===== src/hdl/nptte_pkg.sv =====
// Package for the prefix table TLV encoder: command, status and CSR index codes,
// the BR ID reset value, the maximum prefix length and the FSM state type. No dependencies.
`default_nettype none
package nptte_pkg;
   localparam logic [1:0] CMD_PUBLISH   = 2'd0;
   localparam logic [1:0] CMD_UNPUBLISH = 2'd1;
   localparam logic [1:0] CMD_EMIT      = 2'd2;
   localparam logic [1:0] CMD_NOP       = 2'd3;

   localparam logic [1:0] ST_OK        = 2'd0;
   localparam logic [1:0] ST_FULL      = 2'd1;
   localparam logic [1:0] ST_NO_GROUP  = 2'd2;
   localparam logic [1:0] ST_BAD_LEN   = 2'd3;

   localparam logic CSR_BR_ID  = 1'b0;
   localparam logic CSR_DOMAIN = 1'b1;

   localparam logic [15:0] BR_ID_RESET = 16'hfffe;
   localparam logic [7:0]  MAX_LEN     = 8'd128;

   typedef enum logic [3:0] {
      S_IDLE, S_PUB, S_UNPUB, S_GRP_I, S_GRP_J, S_GRP_SCAN, S_EMIT, S_DONE
   } state_type;
endpackage
`default_nettype wire


===== src/hdl/nptte_ram.sv =====
// Generic single-port-write RAM with registered read.
// No dependencies.
`default_nettype none
module nptte_ram #(
   parameter int WIDTH = 8,
   parameter int DEPTH = 16
) (
   input  wire logic                     clock,
   input  wire logic                     we,
   input  wire logic [((DEPTH > 1) ? $clog2(DEPTH) : 1)-1:0] waddr,
   input  wire logic [WIDTH-1:0]         wdata,
   input  wire logic [((DEPTH > 1) ? $clog2(DEPTH) : 1)-1:0] raddr,
   output logic [WIDTH-1:0]              rdata
);
   logic [WIDTH-1:0] mem [DEPTH];
   always_ff @(posedge clock) begin
      if (we) mem[waddr] <= wdata;
      rdata <= mem[raddr];
   end
endmodule
`default_nettype wire


===== src/hdl/network_prefix_table_tlv_encoder_core.sv =====
// Prefix table TLV encoder top level. Uses nptte_pkg and nptte_ram.
// Publish/unpublish scan the table entry by entry before giving their result; bad length
// and the spare command answer through S_DONE. Emit compares each group candidate with the
// earlier entries, then scans every entry for the group, then sends one byte per cycle.
// Throughput is one item at a time; busy is high from start until the last result.
// The single table memory port (one read per cycle) paces every scan.
// Reset (synchronous, active high) empties the table and restores the CSRs.
// Results cannot be stalled by the receiver.
`default_nettype none
module network_prefix_table_tlv_encoder_core #(
   parameter int TABLE_DEPTH = 16
) (
   input  wire logic        clock,
   input  wire logic        reset,
   input  wire logic        start,
   output logic             busy,
   input  wire logic [1:0]  req_cmd,
   input  wire logic [63:0] req_prefix_high,
   input  wire logic [63:0] req_prefix_low,
   input  wire logic [7:0]  req_prefix_length,
   input  wire logic        req_is_route,
   input  wire logic [9:0]  req_flags,
   input  wire logic signed [1:0] req_preference,
   input  wire logic [3:0]  req_group_index,
   output logic             rsp_valid,
   output logic [7:0]       rsp_data_byte,
   output logic             rsp_last,
   output logic [1:0]       rsp_status,
   output logic [4:0]       rsp_removed_count,
   input  wire logic        csr_valid,
   output logic             csr_ready,
   input  wire logic        csr_index,
   input  wire logic [15:0] csr_wdata
);
   import nptte_pkg::*;
   localparam int AW = (TABLE_DEPTH > 1) ? $clog2(TABLE_DEPTH) : 1;
   localparam int CW = $clog2(TABLE_DEPTH + 1);
   localparam int SW = (CW > 4) ? CW : 4;   // group counter, at least group index wide
   localparam int EW = 149; // hi, lo, attr

   state_type state_ff, state_in;
   logic [15:0] br_ff;
   logic [7:0]  dom_ff;
   logic [CW-1:0] cnt_ff, cnt_in;
   // one cursor i, write pointer k, inner j; phase bit for the read latency
   logic [CW-1:0] i_ff, i_in, j_ff, j_in, k_ff, k_in;
   logic          ph_ff, ph_in;
   logic [1:0]  cmd_ff;
   logic [63:0] hi_ff, lo_ff;
   logic [20:0] attr_ff;
   logic [3:0]  gidx_ff;
   logic [SW-1:0] seen_ff, seen_in;
   logic [EW-1:0] ent_ff, ent_in;   // group key entry / held entry i
   logic [20:0] mesh_ff, mesh_in, rt_ff, rt_in;
   logic        hm_ff, hm_in, hr_ff, hr_in;
   logic [4:0]  bi_ff, bi_in;
   logic        ov_in, ol_in;
   logic [7:0]  ob_in;
   logic [1:0]  os_in;
   logic [4:0]  or_in;

   logic          we;
   logic [AW-1:0] waddr, raddr;
   logic [EW-1:0] wdata, rdata;

   nptte_ram #(.WIDTH(EW), .DEPTH(TABLE_DEPTH)) u_tab (
      .clock(clock), .we(we), .waddr(waddr), .wdata(wdata), .raddr(raddr), .rdata(rdata));

   logic [63:0] r_hi, r_lo; logic [20:0] r_at;
   assign r_hi = rdata[148:85]; assign r_lo = rdata[84:21]; assign r_at = rdata[20:0];

   // shared compare unit: memory word against held key
   logic [63:0] k_hi, k_lo; logic [7:0] k_len;
   logic key_eq;
   always_comb begin
      if (state_ff == S_PUB || state_ff == S_UNPUB) begin
         k_hi = hi_ff; k_lo = lo_ff; k_len = attr_ff[7:0];
      end else begin
         k_hi = ent_ff[148:85]; k_lo = ent_ff[84:21]; k_len = ent_ff[7:0];
      end
      key_eq = (r_hi == k_hi) && (r_lo == k_lo) && (r_at[7:0] == k_len);
   end

   // TLV layout
   logic [4:0] nb, tot;
   logic [4:0] sub0;
   always_comb begin
      nb   = 5'((ent_ff[7:0] + 8'd7) >> 3);
      sub0 = 5'd4 + nb;
      tot  = sub0 + (hm_ff ? 5'd6 : 5'd0) + (hr_ff ? 5'd5 : 5'd0);
   end
   logic sm, sr;
   assign sm = hm_ff & mesh_ff[15];
   assign sr = hr_ff & rt_ff[15];
   logic [15:0] bw;
   logic [7:0]  pb;
   always_comb begin
      bw = '0;
      bw[15] = mesh_ff[9];  bw[14] = mesh_ff[10]; bw[13] = mesh_ff[11];
      bw[12] = mesh_ff[12]; bw[11] = mesh_ff[13]; bw[10] = mesh_ff[14];
      bw[9]  = mesh_ff[16]; bw[5:4] = mesh_ff[20:19];
      pb = {rt_ff[20:19], rt_ff[17], rt_ff[18], 4'd0};
   end
   logic [7:0] emit_b;
   logic [4:0] off, pk;
   always_comb begin
      emit_b = 8'd0; off = 5'd0; pk = bi_ff - 5'd4;
      // prefix TLV type 1 in bits 7:1, stable bit in bit 0
      if (bi_ff == 5'd0) emit_b = {6'd0, 1'b1, sm | sr};
      else if (bi_ff == 5'd1) emit_b = 8'(tot - 5'd2);
      else if (bi_ff == 5'd2) emit_b = dom_ff;
      else if (bi_ff == 5'd3) emit_b = ent_ff[7:0];
      else if (bi_ff < sub0) begin
         if (pk < 5'd8) emit_b = 8'(ent_ff[148:85] >> (6'd56 - {pk[2:0], 3'd0}));
         else emit_b = 8'(ent_ff[84:21] >> (6'd56 - {pk[2:0], 3'd0}));
      end else begin
         off = bi_ff - sub0;
         if (hm_ff && off < 5'd6) begin
            case (off[2:0])
               3'd0: emit_b = {7'd2, sm};
               3'd1: emit_b = 8'd4;
               3'd2: emit_b = br_ff[15:8];
               3'd3: emit_b = br_ff[7:0];
               3'd4: emit_b = bw[15:8];
               default: emit_b = bw[7:0];
            endcase
         end else begin
            if (hm_ff) off = off - 5'd6;
            case (off[2:0])
               3'd0: emit_b = {7'd0, sr};
               3'd1: emit_b = 8'd3;
               3'd2: emit_b = br_ff[15:8];
               3'd3: emit_b = br_ff[7:0];
               default: emit_b = pb;
            endcase
         end
      end
   end

   logic accept;
   assign accept = start && !busy;
   assign busy = (state_ff != S_IDLE);
   assign csr_ready = !busy;
   logic [AW-1:0] ia, ja, ka;
   assign ia = i_ff[AW-1:0]; assign ja = j_ff[AW-1:0]; assign ka = k_ff[AW-1:0];

   // next state; states that give their own result return straight to idle
   always_comb begin
      state_in = state_ff;
      unique case (state_ff)
         S_IDLE: if (accept) begin
            if (req_cmd == CMD_PUBLISH && req_prefix_length <= MAX_LEN) state_in = S_PUB;
            else if (req_cmd == CMD_UNPUBLISH && req_prefix_length <= MAX_LEN)
               state_in = S_UNPUB;
            else if (req_cmd == CMD_EMIT) state_in = S_GRP_I;
            else state_in = S_DONE;
         end
         S_PUB:   if (i_ff >= cnt_ff || (ph_ff && key_eq && r_at[8] == attr_ff[8]))
                     state_in = S_IDLE;
         S_UNPUB: if (i_ff >= cnt_ff) state_in = S_IDLE;
         S_GRP_I: if (i_ff >= cnt_ff) state_in = S_IDLE;
                  else if (ph_ff) state_in = S_GRP_J;
         S_GRP_J: if (j_ff >= i_ff)
                     state_in = (seen_ff == SW'(gidx_ff)) ? S_GRP_SCAN : S_GRP_I;
                  else if (ph_ff && key_eq) state_in = S_GRP_I;
         S_GRP_SCAN: if (i_ff >= cnt_ff) state_in = S_EMIT;
         S_EMIT:  if (bi_ff == tot - 5'd1) state_in = S_IDLE;
         S_DONE:  state_in = S_IDLE;
         default: state_in = S_IDLE;
      endcase
   end

   // datapath / outputs
   always_comb begin
      i_in = i_ff; j_in = j_ff; k_in = k_ff; ph_in = 1'b0; cnt_in = cnt_ff;
      seen_in = seen_ff; ent_in = ent_ff;
      mesh_in = mesh_ff; rt_in = rt_ff; hm_in = hm_ff; hr_in = hr_ff; bi_in = bi_ff;
      ov_in = 1'b0; ol_in = 1'b0; ob_in = 8'd0; os_in = ST_OK; or_in = 5'd0;
      we = 1'b0; waddr = ka; wdata = rdata; raddr = ia;
      unique case (state_ff)
         S_IDLE: begin
            i_in = '0; j_in = '0; k_in = '0; seen_in = '0;
            hm_in = 1'b0; hr_in = 1'b0; bi_in = '0;
         end
         S_PUB: begin
            if (!ph_ff) ph_in = (i_ff < cnt_ff);
            if (i_ff >= cnt_ff) begin
               ov_in = 1'b1; ol_in = 1'b1;
               if (cnt_ff >= CW'(TABLE_DEPTH)) os_in = ST_FULL;
               else begin
                  we = 1'b1; waddr = cnt_ff[AW-1:0]; wdata = {hi_ff, lo_ff, attr_ff};
                  cnt_in = cnt_ff + 1'b1;
               end
            end else if (ph_ff) begin
               if (key_eq && r_at[8] == attr_ff[8]) begin
                  we = 1'b1; waddr = ia; wdata = {hi_ff, lo_ff, attr_ff};
                  ov_in = 1'b1; ol_in = 1'b1;
               end else i_in = i_ff + 1'b1;
            end
         end
         S_UNPUB: begin
            if (i_ff >= cnt_ff) begin
               cnt_in = k_ff; ov_in = 1'b1; ol_in = 1'b1;
               or_in = 5'(i_ff - k_ff);
            end else if (!ph_ff) ph_in = 1'b1;
            else begin
               i_in = i_ff + 1'b1;
               if (!key_eq) begin
                  we = 1'b1; waddr = ka; wdata = rdata; k_in = k_ff + 1'b1;
               end
            end
         end
         S_GRP_I: begin
            raddr = ia;
            if (i_ff >= cnt_ff) begin
               ov_in = 1'b1; ol_in = 1'b1; os_in = ST_NO_GROUP;
            end else if (!ph_ff) ph_in = 1'b1;
            else begin
               ent_in = rdata; j_in = '0;
            end
         end
         S_GRP_J: begin
            raddr = ja;
            if (j_ff >= i_ff) begin
               seen_in = seen_ff + 1'b1;
               if (seen_ff != SW'(gidx_ff)) i_in = i_ff + 1'b1;
            end else if (!ph_ff) ph_in = 1'b1;
            else if (key_eq) i_in = i_ff + 1'b1;
            else j_in = j_ff + 1'b1;
         end
         S_GRP_SCAN: begin
            raddr = ia;
            if (i_ff < cnt_ff) begin
               if (!ph_ff) ph_in = 1'b1;
               else begin
                  i_in = i_ff + 1'b1;
                  if (key_eq) begin
                     if (r_at[8]) begin rt_in = r_at; hr_in = 1'b1; end
                     else begin mesh_in = r_at; hm_in = 1'b1; end
                  end
               end
            end
         end
         S_EMIT: begin
            ov_in = 1'b1; ob_in = emit_b; ol_in = (bi_ff == tot - 5'd1);
            bi_in = bi_ff + 1'b1;
         end
         S_DONE: begin
            ov_in = 1'b1; ol_in = 1'b1;
            os_in = ((cmd_ff == CMD_PUBLISH || cmd_ff == CMD_UNPUBLISH) &&
                     attr_ff[7:0] > MAX_LEN) ? ST_BAD_LEN : ST_OK;
         end
         default: ;
      endcase
   end

   always_ff @(posedge clock) begin
      if (reset) begin
         state_ff <= S_IDLE; cnt_ff <= '0; br_ff <= BR_ID_RESET; dom_ff <= '0;
         rsp_valid <= 1'b0;
      end else begin
         state_ff <= state_in; cnt_ff <= cnt_in; rsp_valid <= ov_in;
         if (csr_valid && csr_ready) begin
            if (csr_index == CSR_BR_ID) br_ff <= csr_wdata;
            else dom_ff <= csr_wdata[7:0];
         end
      end
   end

   always_ff @(posedge clock) begin
      i_ff <= i_in; j_ff <= j_in; k_ff <= k_in; ph_ff <= ph_in;
      seen_ff <= seen_in; ent_ff <= ent_in;
      mesh_ff <= mesh_in; rt_ff <= rt_in; hm_ff <= hm_in; hr_ff <= hr_in; bi_ff <= bi_in;
      rsp_data_byte <= ob_in; rsp_last <= ol_in; rsp_status <= os_in;
      rsp_removed_count <= or_in;
      if (accept) begin
         cmd_ff <= req_cmd; hi_ff <= req_prefix_high; lo_ff <= req_prefix_low;
         attr_ff <= {req_preference, req_flags, req_is_route, req_prefix_length};
         gidx_ff <= req_group_index;
      end
   end
endmodule
`default_nettype wire

===== config.mk =====
export PLATFORM = sky130hd
export DESIGN_NAME = network_prefix_table_tlv_encoder_core
export DESIGN_NICKNAME = d
export VERILOG_FILES = /design/src/hdl/nptte_pkg.sv /design/src/hdl/nptte_ram.sv /design/src/hdl/network_prefix_table_tlv_encoder_core.sv
export SDC_FILE = /design/constraint.sdc
export NUM_CORES = 2
export LEC_CHECK = 0
export BUFFER_PORTS_ARGS = -buffer_cell sky130_fd_sc_hd__buf_2
export CELL_PAD_IN_SITES_DETAIL_PLACEMENT = 0
export CELL_PAD_IN_SITES_GLOBAL_PLACEMENT = 1
export CORE_ASPECT_RATIO = 1.75
export CORE_MARGIN = 2
export CORE_UTILIZATION = 29
export CTS_CLUSTER_DIAMETER = 30
export CTS_CLUSTER_SIZE = 16
export DETAILED_ROUTE_END_ITERATION = 10
export PLACE_DENSITY = 0.48
export SKIP_LAST_GASP = 1
export SLEW_MARGIN = 20
export SYNTH_ARGS = -nofsm -noshare
export SYNTH_HDL_FRONTEND = slang
export SYNTH_SLANG_ARGS = --single-unit

===== constraint.sdc =====
create_clock -name clock -period 23.1 [get_ports clock]
set_input_delay 2.31 -clock clock [delete_from_list [all_inputs] [get_ports clock]]
set_output_delay 2.31 -clock clock [all_outputs]
set_load 0.02 [all_outputs]

==> results.rst <==
.. list-table::
   :header-rows: 1

   * - Metric
     - Value
   * - Total detailed-routing wirelength
     - 432 mm
   * - Number of warnings printed during yosys synthesis
     - 0
   * - Slew of the pin with the lowest slew margin
     - roughly 1200 ps
   * - Fraction of the yosys area taken by sequential cells
     - approximately 73%
   * - Most common cell in the synthesized netlist
     - edfxtp_1
   * - Final RePlAce weighted congestion
     - between 0.9 and 1
   * - DR pass1 iterations
     - 5
   * - Num ports
     - between 150 and 200
   * - Site Rows
     - 308
   * - Placement Cell Area
     - around 120000 µm²
   * - First-pass GRT wire length
     - 601 mm
   * - Detailed router's first-iteration violation count
     - approximately 7.2k
   * - Source-to-sink clock delay at the later pin of the worst-skew pair
     - 1000 ps
   * - Antenna violations before repair
     - 37
   * - Worst voltage drop across the vdd grid
     - between 150 and 200 µV
   * - Core area
     - 402000 µm²
   * - Overflow left after global routing
     - 0
   * - Run status
     - complete, no violations
   * - CTS Hold Bufs
     - 0
   * - Launching element type of the critical path
     - flip-flop
   * - DRC violation count after routing
     - 0
   * - Final setup violating endpoints
     - 0
   * - Number of instances in the placed design
     - 14.0k
   * - Ratio of final minimum period to clock period
     - between 30% and 40%
   * - Setup crit end kind
     - flip-flop
   * - RSZ-0062 raised after global routing
     - false
   * - TritonCTS buffer count
     - 482
   * - Most common flop cell mapped by yosys
     - edfxtp_1
   * - Detail-routed via count per cell
     - 5.17
   * - Die footprint
     - ~410000 µm²
   * - Horizontal die dimension
     - between 400 and 500 µm
   * - Flip-flop and latch count after synthesis
     - a little under 3k
   * - Setup Total Neg Slack
     - 0 ps
   * - Final worst clock skew
     - just over 90 ps
   * - Number of buffers added for setup after CTS
     - 0
   * - Total leakage power
     - 48.5 nW
   * - Fraction of final layout cells with drive strength greater than 1
     - between 10 and 15%
   * - Pre-CTS WS
     - 14270 ps
   * - # fillers
     - 39.0k
   * - Post-layout min period
     - a little under 9000 ps
   * - Highest fanout seen on the critical path
     - 86
   * - CTS clk-pin slew, worst paths
     - approximately 50 ps
   * - Height of the die
     - 844 µm
   * - Vias post-DR
     - ~77k
   * - Pin count of the biggest net entering global routing
     - 166
   * - Setup slack after layout
     - between 10000 and 15000 ps
   * - Nets
     - 9387
   * - Buffers from clock root to sink, at most
     - 4
   * - Share of synthesized flip-flops with an asynchronous set or reset
     - 0%
   * - CTS root buf
     - clkbuf_16
   * - Library cells used by synthesis
     - a little over 80
   * - Number of enable flip-flop cells after synthesis
     - about 2.7k
   * - Sum of net half-perimeters after detailed placement
     - between 200 and 300 mm
   * - Arrival time reported for the critical path endpoint
     - 9440 ps
   * - Cell type contributing the most total cell area after synthesis
     - edfxtp_1
   * - Number of cells on the worst reg-to-reg path
     - 15
   * - Pins Over Slew Limit
     - 0
   * - Count of port buffers added during placement
     - between 150 and 200
   * - Layout overhead on the synthesized area
     - 20.8%
   * - Number of standard cells after synthesis
     - a little under 9k
   * - Avg Synthesized Cell Area
     - ~13 µm²
   * - Most frequent cells after synthesis
     - edfxtp_1 (2716), nand2_1 (2511), nand3_1 (644)
   * - Clock sink count
     - a little under 3k
   * - Vias in the first global route
     - about 77k
   * - Portion of synthesized cell area occupied by the leading cell type
     - a little over two thirds
   * - Final Hold Vio Count
     - 0
   * - Type of the tightest min-delay check
     - flip-flop to flip-flop
   * - Pwr dens
     - 166 nW/µm²
   * - Core occupancy in the finished layout
     - between 30% and 40%
   * - Headroom to the max-slew limit
     - 17.2%
   * - Top post-synthesis cells by area
     - edfxtp_1 (70%), nand2_1 (8.1%), dfxtp_1 (3.4%)
   * - Total track usage
     - 20.5%
   * - Routed WL per cell
     - ~29 µm
   * - TritonCTS clock tree
     - done
   * - Non-Filler Cell Area, Final
     - approximately 140000 µm²
   * - Number of levels the H-tree was split into
     - 5
   * - Quantity of gates resized following cts
     - 0
   * - WS Path Type
     - flip-flop to flip-flop
   * - Cell Count, Final, Fillers Out
     - about 15k
   * - Area of the mapped netlist
     - ~120000 µm²
   * - Initial cell density of the core
     - between 20 and 30%
   * - MaxCap Viol Count
     - 0
   * - Fmax achieved
     - roughly 0.11 GHz
   * - ANT nets after route
     - 0
   * - Worst path required time
     - between 20000 and 25000 ps
   * - Net Count, Synth
     - 9072
   * - Worst hold stages
     - 0
-- sequential cells by signal, indices dropped and copies added (netlist names), 8 cells and up --
signal and cells:
u_tab.mem 2384, u_tab.rdata 149, hi_ff 64, dom_ff 8, lo_ff 64, rsp_data_byte 8, attr_ff 21, mesh_ff 10
br_ff 16, ent_ff 136
-- metrics by stage --
stage          power (mW)  hold WS [ps]
5_1_grt              24.6           446
3_5_place_dp         16.4           428
2_1_floorplan        12.7           404
3_3_place_gp         16.3           419
6_report             23.5           436
4_1_cts              23.8           434
-- final timing paths --
path	to	slack, ps	from
min	ent_ff[29]$_DFFE_PP_	440	u_tab.rdata[29]$_DFF_P_
min reg2reg	ent_ff[29]$_DFFE_PP_	440	u_tab.rdata[29]$_DFF_P_
max reg2reg	u_tab.mem[1][14]$_DFFE_PP_	14230	state_ff[0]$_SDFFE_PP0P_
max	u_tab.mem[1][14]$_DFFE_PP_	14230	state_ff[0]$_SDFFE_PP0P_
-- final cells by class --
type	count	area (µm²)	share of cell area (%)
diodes	12	30.0	0.0213
clock buffers	554	12600	8.90
repair buffers	404	2890	2.04
multi-input cells	5231	28900	20.5
flip-flops and latches	2915	85500	60.6
inverters	131	492	0.348
clock inverters	351	4190	2.97
well taps	5270	6590	4.67
-- critical path: stages, from the launching register on --
cell and delay [ps]:
dfxtp_1 740, xnor2_4 380, nor2_4 150, buf_4 790
mux2i_1 430, a32o_1 370, nor4_1 430, nand4_1 210
or4_4 740, o21ai_4 190, buf_4 670, o221ai_2 430
nor4_2 500, buf_12 680, buf_4 680, buf_4 740
-- cells in the final DEF, fill, tap and decap left out, types with 18 or more instances in the layout --
cell / netlist / final
ha_1: 43 / 43
nor2b_1: 40 / 40
nand2_1: 2511 / 2509
inv_6: 0 / 37
nor4_1: 46 / 28
nand3_1: 644 / 644
edfxtp_1: 2716 / 2716
nor2_1: 87 / 86
a21oi_1: 212 / 208
mux2i_1: 46 / 46
clkinv_1: 1 / 43
bufinv_16: 0 / 70
clkbuf_8: 0 / 18
o21ai_0: 85 / 65
nor3_1: 25 / 25
and3_1: 307 / 307
buf_4: 3 / 180
dfxtp_1: 199 / 198
xnor2_1: 96 / 96
clkinv_4: 0 / 50
nand2b_1: 25 / 25
a31oi_1: 167 / 167
buf_2: 23 / 194
mux2_2: 108 / 108
clkinv_2: 0 / 70
clkbuf_1: 527 / 51
nor4_2: 0 / 18
a311oi_1: 450 / 450
o22ai_1: 33 / 33
xor2_1: 57 / 56
buf_12: 0 / 25
mux4_2: 40 / 40
clkbuf_16: 0 / 485
clkinvlp_4: 0 / 59
inv_1: 128 / 128
-- layer usage --
layer | GRT usage (%) | routed length (µm) | part of all wire [%] | vias to the layer above
met1 | 26.3 | 181000 | 42 | 39900
met5 | 0 | 42 | 0.0097 | -
met2 | 35.0 | 213000 | 49 | 2558
li1 | - | - | - | 33700
met3 | 2.57 | 21000 | 4.9 | 699
met4 | 8.18 | 17900 | 4.1 | 6
-- power breakdown --
part           internal [mW]  leakage, nW  switching [mW]
sequential              7.38         26.2           0.519
combinational           2.17         14.3            6.04
clock                   4.71         8.05            2.70
-- cells by family after synthesis --
group	synth area share [%]
AOI/OAI and AO/OA	6.92
xor gates and xnor gates	1.16
adders and majority gates	0.512
buffers and inverters	2.31
DFF	73.2
muxes	2.20
and+or+nand+nor	13.7
(Power assumes the default switching activity.)
